`config.mk`:
```
export PLATFORM = sky130hd
export DESIGN_NAME = bct_classify
export DESIGN_NICKNAME = d
export VERILOG_FILES = /design/src/rtl/core/bct_pkg.sv /design/src/rtl/core/bct_classify.sv
export SDC_FILE = /design/constraint.sdc
export NUM_CORES = 1
export LEC_CHECK = 0
export BUFFER_PORTS_ARGS = -buffer_cell sky130_fd_sc_hd__buf_2
export CAP_MARGIN = 20
export CORE_AREA = 5 5 61 63
export DETAILED_ROUTE_END_ITERATION = 8
export DIE_AREA = 0 0 66 68
export PLACE_DENSITY = 0.74
export RECOVER_POWER = 25
export SLEW_MARGIN = 20
export SYNTH_ARGS = -nofsm -noshare
export SYNTH_HDL_FRONTEND = slang
export SYNTH_SLANG_ARGS = --single-unit
export TNS_END_PERCENT = 30
```
`constraint.sdc`:
```
create_clock -name vclk -period 1.5
set_input_delay 0.075 -clock vclk [all_inputs]
set_output_delay 0.075 -clock vclk [all_outputs]
set_load 0.03 [all_outputs]
```
`src/rtl/core/bct_pkg.sv`:
```
// shared types and constants for the uf2 block completion tracker
package bct_pkg;

  localparam logic [31:0] RESTART_WORD_A = 32'h20da6d81;
  localparam logic [31:0] RESTART_WORD_B = 32'h747e09d4;
  localparam logic [31:0] UF2_WORD_A     = 32'h0a324655;
  localparam logic [31:0] UF2_WORD_B     = 32'h9e5d5157;
  localparam logic [31:0] UF2_WORD_END   = 32'h0ab16f30;

  localparam int IN_W  = 160;
  localparam int OUT_W = 24;
  localparam int ROW_BITS = 8;

  typedef enum logic [2:0] {
    ACT_NOT_UF2         = 3'd0,
    ACT_RESTART_IGNORED = 3'd1,
    ACT_RESTART_EXIT    = 3'd2,
    ACT_RECORDED        = 3'd3,
    ACT_COMPLETE        = 3'd4
  } act_t;

  // sector classification, computed at the input transfer
  typedef struct packed {
    logic restart;
    logic uf2;
    logic tracked;
    logic in_map;
  } bct_class_t;

endpackage

```
`src/rtl/core/bct_classify.sv`:
```
// sorts an incoming sector header into restart, uf2, tracked and in-map classes
module bct_classify #(
  parameter int MAP_BLOCKS = 8192
) (
  input  logic [31:0]         magic_first,
  input  logic [31:0]         magic_second,
  input  logic [31:0]         magic_final,
  input  logic [31:0]         block_index,
  input  logic [31:0]         block_total,
  output bct_pkg::bct_class_t cls
);

  always_comb begin
    cls.restart = (magic_first == bct_pkg::RESTART_WORD_A) &&
                  (magic_second == bct_pkg::RESTART_WORD_B);
    cls.uf2     = (magic_first == bct_pkg::UF2_WORD_A) &&
                  (magic_second == bct_pkg::UF2_WORD_B) &&
                  (magic_final == bct_pkg::UF2_WORD_END);
    cls.tracked = (block_total != 32'd0);
    cls.in_map  = (block_index < 32'(MAP_BLOCKS));
  end

endmodule

```
# After elaboration in Yosys (flattened, before gate mapping)
# Cells that the tools add are included.
totals:
  ff_bits: 0
  inputBits: 160
  word_cells: 10
op_classes:
  order_cmp: 1
  eq_ne: 5
  n_reduce_logical: 4
op_table:
  columns: ["cell", "n"]
  rows:
  - ["$eq 32x28->1 const B", 2]
  - ["$eq 32x30->1 const B", 1]
  - ["$eq 32x31->1 const B", 1]
  - ["$eq 32x32->1 const B", 1]
  - ["$lt 32x14->1 const B", 1]
  - ["$reduce_bool 32->1", 1]
  - ["$logic_and 1x1->1", 3]

# Longest topological paths before layout
# Gate-level depths: netlist of run 1.
depth:
  depth_word: 3
  depth_mapped: 4
  depth_no_buf: 4

# Worst setup path before layout of run 1
# Ideal clock, no wire load.
synth_timing:
  path_type: "input port to output port"
  startpoint: "in block_index[20]"
  endpoint: "out cls[0] (netlist name)"
  arrival_ns: 1.346
  path_slack_ns: 0.079
  stages: 3
  path_buffers: 0
  cell_sequence: "nor4_1 -> nand4_1 -> nor4_1"
synth_lines:
  columns: ["item", "line", "source"]
  rows:
  - ["from (decl)", "bct_classify.sv:8", "input logic [31:0] block_index,"]
  - ["to (decl)", "bct_classify.sv:10", "output bct_pkg::bct_class_t cls"]

==> results.md, run 1 <==
* Startpoint types: input port
* Delay-heaviest family, CP: simple AND/OR/NAND/NOR gates
* Maxcap violations at 0
* Max FO, Critical Path at 2
* Sw Share at 30.6%
* Largest family of logic cells by synthesized area: simple AND/OR/NAND/NOR gates
* Area of all sequential standard cells at 0 um^2
* Initial DRT Pass Iterations at 4
* Setup TNS Final at 0 ns
* Crit Path Class: input port to output port
* WHS at 0.432 ns
* Internal power at 160 uW
* Netlist Area Pre-Place at 490 um^2
* Final hold vios at 0
* Length of routed wiring on met1 at 1.06 mm
* Top Metal Used: met3
* First-pass GRT wire length at 4.81 mm
* I/O pins at 164
* Least-Margin Pin Slew at 0.375 ns
* CP max stage delay at 0.32 ns
* Critical-path cell list: buf_2 -> nor4b_2 -> nand4_1 -> nor4_1 -> and3_1 -> buf_2
* GRT overflow at 0
* Met3 wire len at 511 um
* Drc violations at 0
* Unrepaired setup endpoints after global routing: no
* Leak at 0.690 nW
* Syn Nets at 225
* Adder-cell share of the synthesized area at 0%
* Worst path arrival time at 1.27 ns
* Area delta synth->final at 167%
* Core ar. at 3180 um^2
* Post-Synthesis Cells at 65
* Sequential fraction of the synthesis area at 0%
* Vias in the first global route at 1201
* Setup crit end kind: output port
* Period utilisation layout at 89.5%
* Antenna violations before repair at 0
* Worst slew margin at 75.1%
* DRT antenna net count at 0
* Max VDD drop at 0.0835 mV
* Cell mode on critical path: buf_2
* 1st-iter DRT viols at 24
* Met2 wire length at 1.83 mm
* Fraction of layout cells with a size suffix above 1 at 73.1%
* Total wire length at 3.40 mm
* CLK BUF at 0
* Sw Pwr at 70.7 uW
* Synth Area in Simple Gates at 100%
* Seq cells at 0
* Hold Crit Class: input port to output port
* Die width at 66 um
* GRT Overall Usage at 13.1%
* Slowest-stage cell, CP: nor4_1
* Avg WL per Cell at 13.0 um
* Post-route design area at 1310 um^2
* Total die area at 4490 um^2
* Die height at 68 um
* Yosys warns at 0
* Antenna diode count at 0
* Combinational Power Share at 100.0%
* Worst Hold Launch: block_index[14]
* Clock power frac at 0%
* DP HPWL at 3.35 mm
* # setup viols final at 0
* Area after DPL at 1300 um^2
* Unique masters post-synth at 17
* Min cycle time layout at 1.34 ns
* Routability-driven placement congestion ratio at 0.720
* Critical path buffer and inverter count at 2
* Sequential Power Share at 0%
* Pwr Density at 177 nW/um^2
* Maximum number of pins on one net before global-route repair at 3
* Post-synthesis xor/xnor area fraction at 0%
* Initial core utilization at 15.4%
* Compound-Gate Fraction of Synth Area at 0%
* CP Data Required Time at 1.42 ns
* Crit. Startpoint: magic_first[13]
* # rows at 21
* Drt via density at 4.58
* Status: finished clean
* Mux share of post-synthesis cell area at 0%
* # port buffers at 151
* Synth Area per Inst at 7.55 um^2
* Max Freq at 0.745 GHz
* Max Slew Vio Count at 0
* Nets at 378
* Vias at 1201
[metal layers]
metal / vias up / global-route usage (%)
li1: 607 / -
met2: 80 / 28.9
met5: - / 0
met3: 0 / 3.61
met4: 0 / 0
met1: 514 / 12.6
[worst min-delay path, delay by kind of cell]
| family | cells | cell delay [ns] |
|---|---|---|
| buffers and inverters | 2 | 0.25 |
| and+or+nand+nor | 1 | 0.04 |
[per-stage QoR]
stage / total power, mW / util [%] / instances / worst slack [ns]
2_1_floorplan: 0.0354 / - / 65 / 0.0787
3_3_place_gp: 0.226 / 41.0 / 262 / 0.0678
3_5_place_dp: 0.232 / 41.0 / 262 / 0.0703
4_1_cts: 0.232 / 41.0 / 262 / 0.0645
5_1_grt: 0.256 / 41.2 / 262 / 0.0115
6_report: 0.231 / 41.2 / 262 / 0.157
[cells in the mapped netlist (all sizes together)]
library cell  instances  area (um^2)
or2                   1         6.26
nor3                  1         5.00
nand4                 9         56.3
nand4b                5         43.8
nand3                 1         5.00
nor4b                10          100
nand3b                1         7.51
and4bb                3         37.5
and4b                 2         20.0
nand4bb               1         11.3
and3                  3         18.8
nor4bb                4         40.0
nand2                 2         7.51
nor4                 17          113
nor2                  5         18.8
[timing repair]
| item | CTS | global route |
|---|---|---|
| hold buffers | 0 | 0 |
| setup buffers | 0 | 0 |
| gates resized for setup | 0 | 1 |
| endpoints found under the setup margin | 0 | 1 |
[layout by cell type (no fill, tap or decap), drive strengths merged]
| cell | instances |
|---|---|
| nor2 | 5 |
| clkbuf | 1 |
| and3 | 3 |
| nand3b | 1 |
| nand2 | 2 |
| and4bb | 3 |
| nor4 | 17 |
| and4b | 2 |
| nand4bb | 1 |
| nand4b | 5 |
| nand3 | 1 |
| nor4bb | 4 |
| or2 | 1 |
| nor4b | 10 |
| buf | 150 |
| nand4 | 9 |
| nor3 | 1 |
[final cells by class]
cell class         instances  area [um^2]
well taps                 46         57.6
fillers                  374         1870
multi-input cells         65          497
repair buffers           151          754
[power by group through the flow]
| stage | registers, mW | logic, mW | clock network, mW |
|---|---|---|---|
| global route | 0 | 0.256 | 0 |
| floorplan | 0 | 0.0354 | 0 |
| finish | 0 | 0.231 | 0 |
| detailed placement | 0 | 0.232 | 0 |
| global placement | 0 | 0.226 | 0 |
| CTS | 0 | 0.232 | 0 |
[logic make-up (layout without fill, tap and decap cells)]
kind of cell	count (synthesis)	after routing
buffers and inverters	0	151
and+or+nand+nor	65	65
[worst paths after layout]
check | slack, ns | depth (start not counted) | to
worst min-delay path | 0.43 | 3 | cls[0]
worst max-delay path | 0.16 | 6 | cls[2]
Note: power is estimated with default switching activity, not from simulation.
==> inputs of run 2 (changes only) <==
Settings changed: BUFFER_PORTS_ARGS -buffer_cell sky130_fd_sc_hd__buf_2 to unset, DONT_BUFFER_PORTS set to 1, PLACE_DENSITY 0.74 to 0.3, REMOVE_ABC_BUFFERS set to 1.
==> run 2 against run 1 <==
  * First-iteration DRC count decreased by 67%
  * Count of clock-buffer cells in the layout is the same
  * Global-route usage decreased by 4.9 points
  * Power shrank 83%
  * Non-clock buffer count shrank 150
  * Combinational power is 83% lower
  * Design area fell by 58%
  * Routed wire length fell by 24%
  * Utilization fell by 24 points
  * Final cell count is 57% lower
  * Largest cell class is now multi-input gates
  * Highest routed layer unchanged
==> results.md, run 2 (same netlist as run 1, synthesis figures left out) <==
* Total die area at 4490 um^2 (unchanged)
* Hold Path Depth at 2 (-1)
* Area delta synth->final at 12.5%
* Total power at 38.3 uW (-83%)
* Maxcap violations at 0 (unchanged)
* Drt via density at 6.02 (+31%)
* Max VDD drop at 0.0108 mV (-87%)
* Worst path arrival time at 1.24 ns (-0.03 ns)
* Final hold vios at 0 (unchanged)
* DRT antenna net count at 0 (unchanged)
* Core ar. at 3180 um^2 (unchanged)
* Sequential Power Share at 0% (unchanged)
* CP max stage delay at 0.40 ns (+0.08 ns)
* Maximum number of pins on one net before global-route repair at 3 (unchanged)
* Total wire length at 2.58 mm (-24%)
* 1st-iter DRT viols at 8 (-67%)
* Multi-input logic area at 490 um^2 (-1.3%)
* Max FO, Critical Path at 2 (unchanged)
* Period utilisation layout at 88.0% (-1.5 points)
* Vias in the first global route at 733 (-39%)
* Routability-driven placement congestion ratio at 0.618 (-14%)
* Hold Crit Class: input port to output port
* Vias at 674 (-44%)
* Area of all sequential standard cells at 0 um^2 (unchanged)
* Nets at 228 (-40%)
* Worst slew margin at 76.9% (+1.8 points)
* Antenna violations before repair at 0 (unchanged)
* Hold_buf cts at 0 (unchanged)
* Clock power frac at 0% (unchanged)
* FILL cells at 355 (-5.1%)
* Setup TNS Final at 0 ns (unchanged)
* Antenna diode count at 0 (unchanged)
* GRT overflow at 0 (unchanged)
* GRT Overall Usage at 8.20% (-4.9 points)
* Avg WL per Cell at 23.0 um (+77%)
* Internal power at 29.0 uW (-82%)
* Max Slew Vio Count at 0 (unchanged)
* DP HPWL at 2.54 mm (-24%)
* # port buffers at 0 (-100%)
* First-pass GRT wire length at 2.97 mm (-38%)
* Setup crit end kind: output port
* Min cycle time layout at 1.32 ns (-0.0231 ns)
* Seq cells at 0 (unchanged)
* Startpoint types: input port
* Commonest non-fill, non-tap cell in the layout: nor4_1
* Sw Pwr at 9.37 uW (-87%)
* Leak at 0.0940 nW (-86%)
* # rows at 21 (unchanged)
* Least-Margin Pin Slew at 0.342 ns (-0.0327 ns)
* Max Freq at 0.758 GHz (+1.8%)
* Slowest-stage cell, CP: and3_1
* I/O pins at 164 (unchanged)
* Crit Path Class: input port to output port
* CLK BUF at 0 (unchanged)
* Drc violations at 0 (unchanged)
* Initial DRT Pass Iterations at 4 (unchanged)
* Die height at 68 um (unchanged)
* CP Data Required Time at 1.42 ns (about the same)
* Initial core utilization at 15.4% (unchanged)
* Status: finished clean
* Post-CTS Resized at 0 (unchanged)
* Unrepaired setup endpoints after global routing: no
* Pwr Density at 69.5 nW/um^2 (-61%)
* Combinational Power Share at 100.0% (about the same)
* Most frequent cells in the layout: nor4_1 (16), nand4_1 (9), nor4b_1 (8)
* Die width at 66 um (unchanged)
* Critical-path cell list: nor4b_2 -> nand4_1 -> nor4_2 -> and3_1
* Setup Fix Bufs, Post-CTS at 0 (unchanged)
* Sw Share at 24.5% (-6.1 points)
* Fraction of layout cells with a size suffix above 1 at 10.6% (-63 points)
* # setup viols final at 0 (unchanged)
run 2: per-layer routing:
| metal | global-route usage [%] | part of all wire [%] | vias to the layer above |
|---|---|---|---|
| met4 | 0 | 0 | 0 |
| li1 | - | - | 305 |
| met2 | 17.1 | 54 | 79 |
| met1 | 9.30 | 34 | 290 |
| met5 | 0 | 0 | - |
| met3 | 0.985 | 12 | 0 |
run 2: stage by stage:
| step | std cells | util [%] | hold slack [ns] | instance area (um^2) | worst slack (ns) |
|---|---|---|---|---|---|
| detailed placement | 112 | 17.5 | 0.340 | 556 | 0.125 |
| global route | 112 | 17.4 | 0.392 | 552 | 0.0174 |
| global placement | 112 | 17.5 | 0.336 | 556 | 0.124 |
| floorplan | 65 | - | 0.264 | 490 | 0.0787 |
| CTS | 112 | 17.5 | 0.340 | 556 | 0.121 |
| finish | 112 | 17.4 | 0.383 | 552 | 0.180 |
run 2: layout make-up:
type	instances	area share [%]
timing repair buffer	1	0.680
tap	46	10.4
multi-input combinational	65	88.9
run 2: power by group through the flow:
stage          Sequential, mW  Clock [mW]  Combinational, mW
2_1_floorplan               0           0             0.0354
3_3_place_gp                0           0             0.0378
3_5_place_dp                0           0             0.0384
4_1_cts                     0           0             0.0386
5_1_grt                     0           0             0.0418
6_report                    0           0             0.0383
run 2: final timing paths:
path     end             from  slack [ns]
max   cls[3]  magic_first[30]        0.18
min   cls[0]  block_index[15]        0.38
run 2: worst max-delay path: cells and delay by family:
kind	cells	cell delay [ns]
AND/OR/NAND/NOR	4	1.16
==> inputs of run 3 (changes only) <==
Settings changed: REMOVE_ABC_BUFFERS 1 to unset.
Clock period 1.5 ns to 1.4 ns, I/O delays scaled along.
==> run 3 against run 2 <==
  * Sequential cell count did not move
  * Combinational power rose by 8.4%
  * Non-clock buffer count up 1
  * Highest routed layer unchanged
  * Die area did not move
  * Critical path type unchanged
  * Power grew 8.3%
  * Worst setup slack lost 0.053 ns
  * Sequential share of layout area did not move
  * First-iteration DRC count shrank 50%
  * Critical endpoint is now cls[2]
==> results.md, run 3 (same netlist as run 1, synthesis figures left out) <==
* Leak at 0.106 nW (+13%)
* Fin util at 18.5% (+1.2 points)
* Max VDD drop at 0.0183 mV (+69%)
* Post-CTS Resized at 0 (unchanged)
* Hold Path End: cls[0]
* Antenna diode count at 0 (unchanged)
* DP HPWL at 2.61 mm (+3.1%)
* # setup viols final at 0 (unchanged)
* Seq cells at 0 (unchanged)
* Post-route design area at 589 um^2 (+6.8%)
* # port buffers at 0 (unchanged)
* Fraction of layout cells with a size suffix above 1 at 16.4% (+5.8 points)
* I/O pins at 164 (unchanged)
* GRT Overall Usage at 8.79% (+0.58 points)
* Max Freq at 0.786 GHz
* Status: finished clean
* Vias at 707 (+4.9%)
* Final hold vios at 0 (unchanged)
* Max FO, Critical Path at 2 (unchanged)
* First-pass GRT wire length at 3.11 mm (+4.4%)
* Total die area at 4490 um^2 (unchanged)
* Die height at 68 um (unchanged)
* GRT overflow at 0 (unchanged)
* Drc violations at 0 (unchanged)
* FILL cells at 362 (+2.0%)
* Setup Fix Bufs, Post-CTS at 0 (unchanged)
* Area delta synth->final at 20.2%
* CLK BUF at 0 (unchanged)
* Area of all sequential standard cells at 0 um^2 (unchanged)
* Startpoint types: input port
* Nets at 229 (+0.44%)
* Crit Path Class: input port to output port
* Worst path arrival time at 1.20 ns (-0.04 ns)
* Period utilisation layout at 90.9%
* Setup crit end kind: output port
* Vias in the first global route at 693 (-5.5%)
* Core ar. at 3180 um^2 (unchanged)
* Hold Crit Class: input port to output port
* Hold Path Depth at 2 (unchanged)
* Area after DPL at 582 um^2 (+4.7%)
* Avg WL per Cell at 23.1 um (+0.19%)
* Multi-input logic area at 504 um^2 (+2.8%)
* Slowest-stage cell, CP: nor4bb_2
* Total wire length at 2.61 mm (+1.1%)
* Die width at 66 um (unchanged)
* Routability-driven placement congestion ratio at 0.645 (+4.4%)
* Commonest non-fill, non-tap cell in the layout: nor4_1
* Most frequent cells in the layout: nor4_1 (15), nand4_1 (9), nor4b_1 (8)
* Drt via density at 6.26 (+4.0%)
* Pwr Density at 70.4 nW/um^2 (+1.4%)
* Antenna violations before repair at 0 (unchanged)
* Worst slew margin at 66.9% (-10 points)
* Critical-path cell list: nor4bb_2 -> nand4_1 -> nor4_1 -> and3_1 -> buf_12
* Max Slew Vio Count at 0 (unchanged)
* Min cycle time layout at 1.27 ns
* # rows at 21 (unchanged)
* CP Data Required Time at 1.33 ns (-0.09 ns)
* DRT antenna net count at 0 (unchanged)
* Maximum number of pins on one net before global-route repair at 3 (unchanged)
* Hold_buf cts at 0 (unchanged)
* CP max stage delay at 0.30 ns (-0.10 ns)
* 1st-iter DRT viols at 4 (-4)
* Setup TNS Final at 0 ns (unchanged)
* Maxcap violations at 0 (unchanged)
* Least-Margin Pin Slew at 0.497 ns (+0.155 ns)
* Worst Hold Launch: block_index[17]
* Initial DRT Pass Iterations at 2 (-2)
* Initial core utilization at 15.4% (unchanged)
* Unrepaired setup endpoints after global routing: no
[run 3: worst max path at each step]
stage | startpoint | end | slack [ns]
after floorplan | magic_first[1] | cls[2] | 0.27
after global placement | magic_first[22] | cls[2] | 0.02
after detailed placement | magic_first[22] | cls[2] | 0.007
after CTS | magic_first[22] | cls[2] | 0.002
after global routing | magic_first[22] | cls[2] | 0.01
final | magic_first[22] | cls[2] | 0.13
[run 3: per-stage QoR]
step | hold WS (ns) | worst slack (ns) | total power [mW] | std cells
3_3_place_gp | 0.315 | 0.0221 | 0.0399 | 113
5_1_grt | 0.319 | 0.00990 | 0.0451 | 113
6_report | 0.314 | 0.128 | 0.0415 | 113
4_1_cts | 0.315 | 0.00208 | 0.0412 | 113
3_5_place_dp | 0.315 | 0.00687 | 0.0412 | 113
2_1_floorplan | 0.210 | 0.266 | 0.0381 | 65
[run 3: critical path, delay by kind of cell]
family        cells  cell delay [ns]
simple gates      4             0.99
buf+inv           1             0.13
[run 3: final cells by class]
cell class	count	area share (%)
multi-input combinational	65	85.6
tap	46	9.77
timing repair buffer	2	4.67
[run 3: where the power goes]
group | internal [mW] | total [mW] | switching [mW]
Sequential | 0 | 0 | 0
Clock | 0 | 0 | 0
Combinational | 0.0320 | 0.0415 | 0.00955
[run 3: layer usage]
metal | share of wire (%) | up-vias | global-route usage (%) | wire length, um
li1 | - | 307 | - | -
met1 | 30 | 304 | 8.82 | 782
met2 | 49 | 96 | 17.0 | 1280
met3 | 21 | 0 | 4.76 | 539
met4 | 0 | 0 | 0 | 0
met5 | 0 | - | 0 | 0
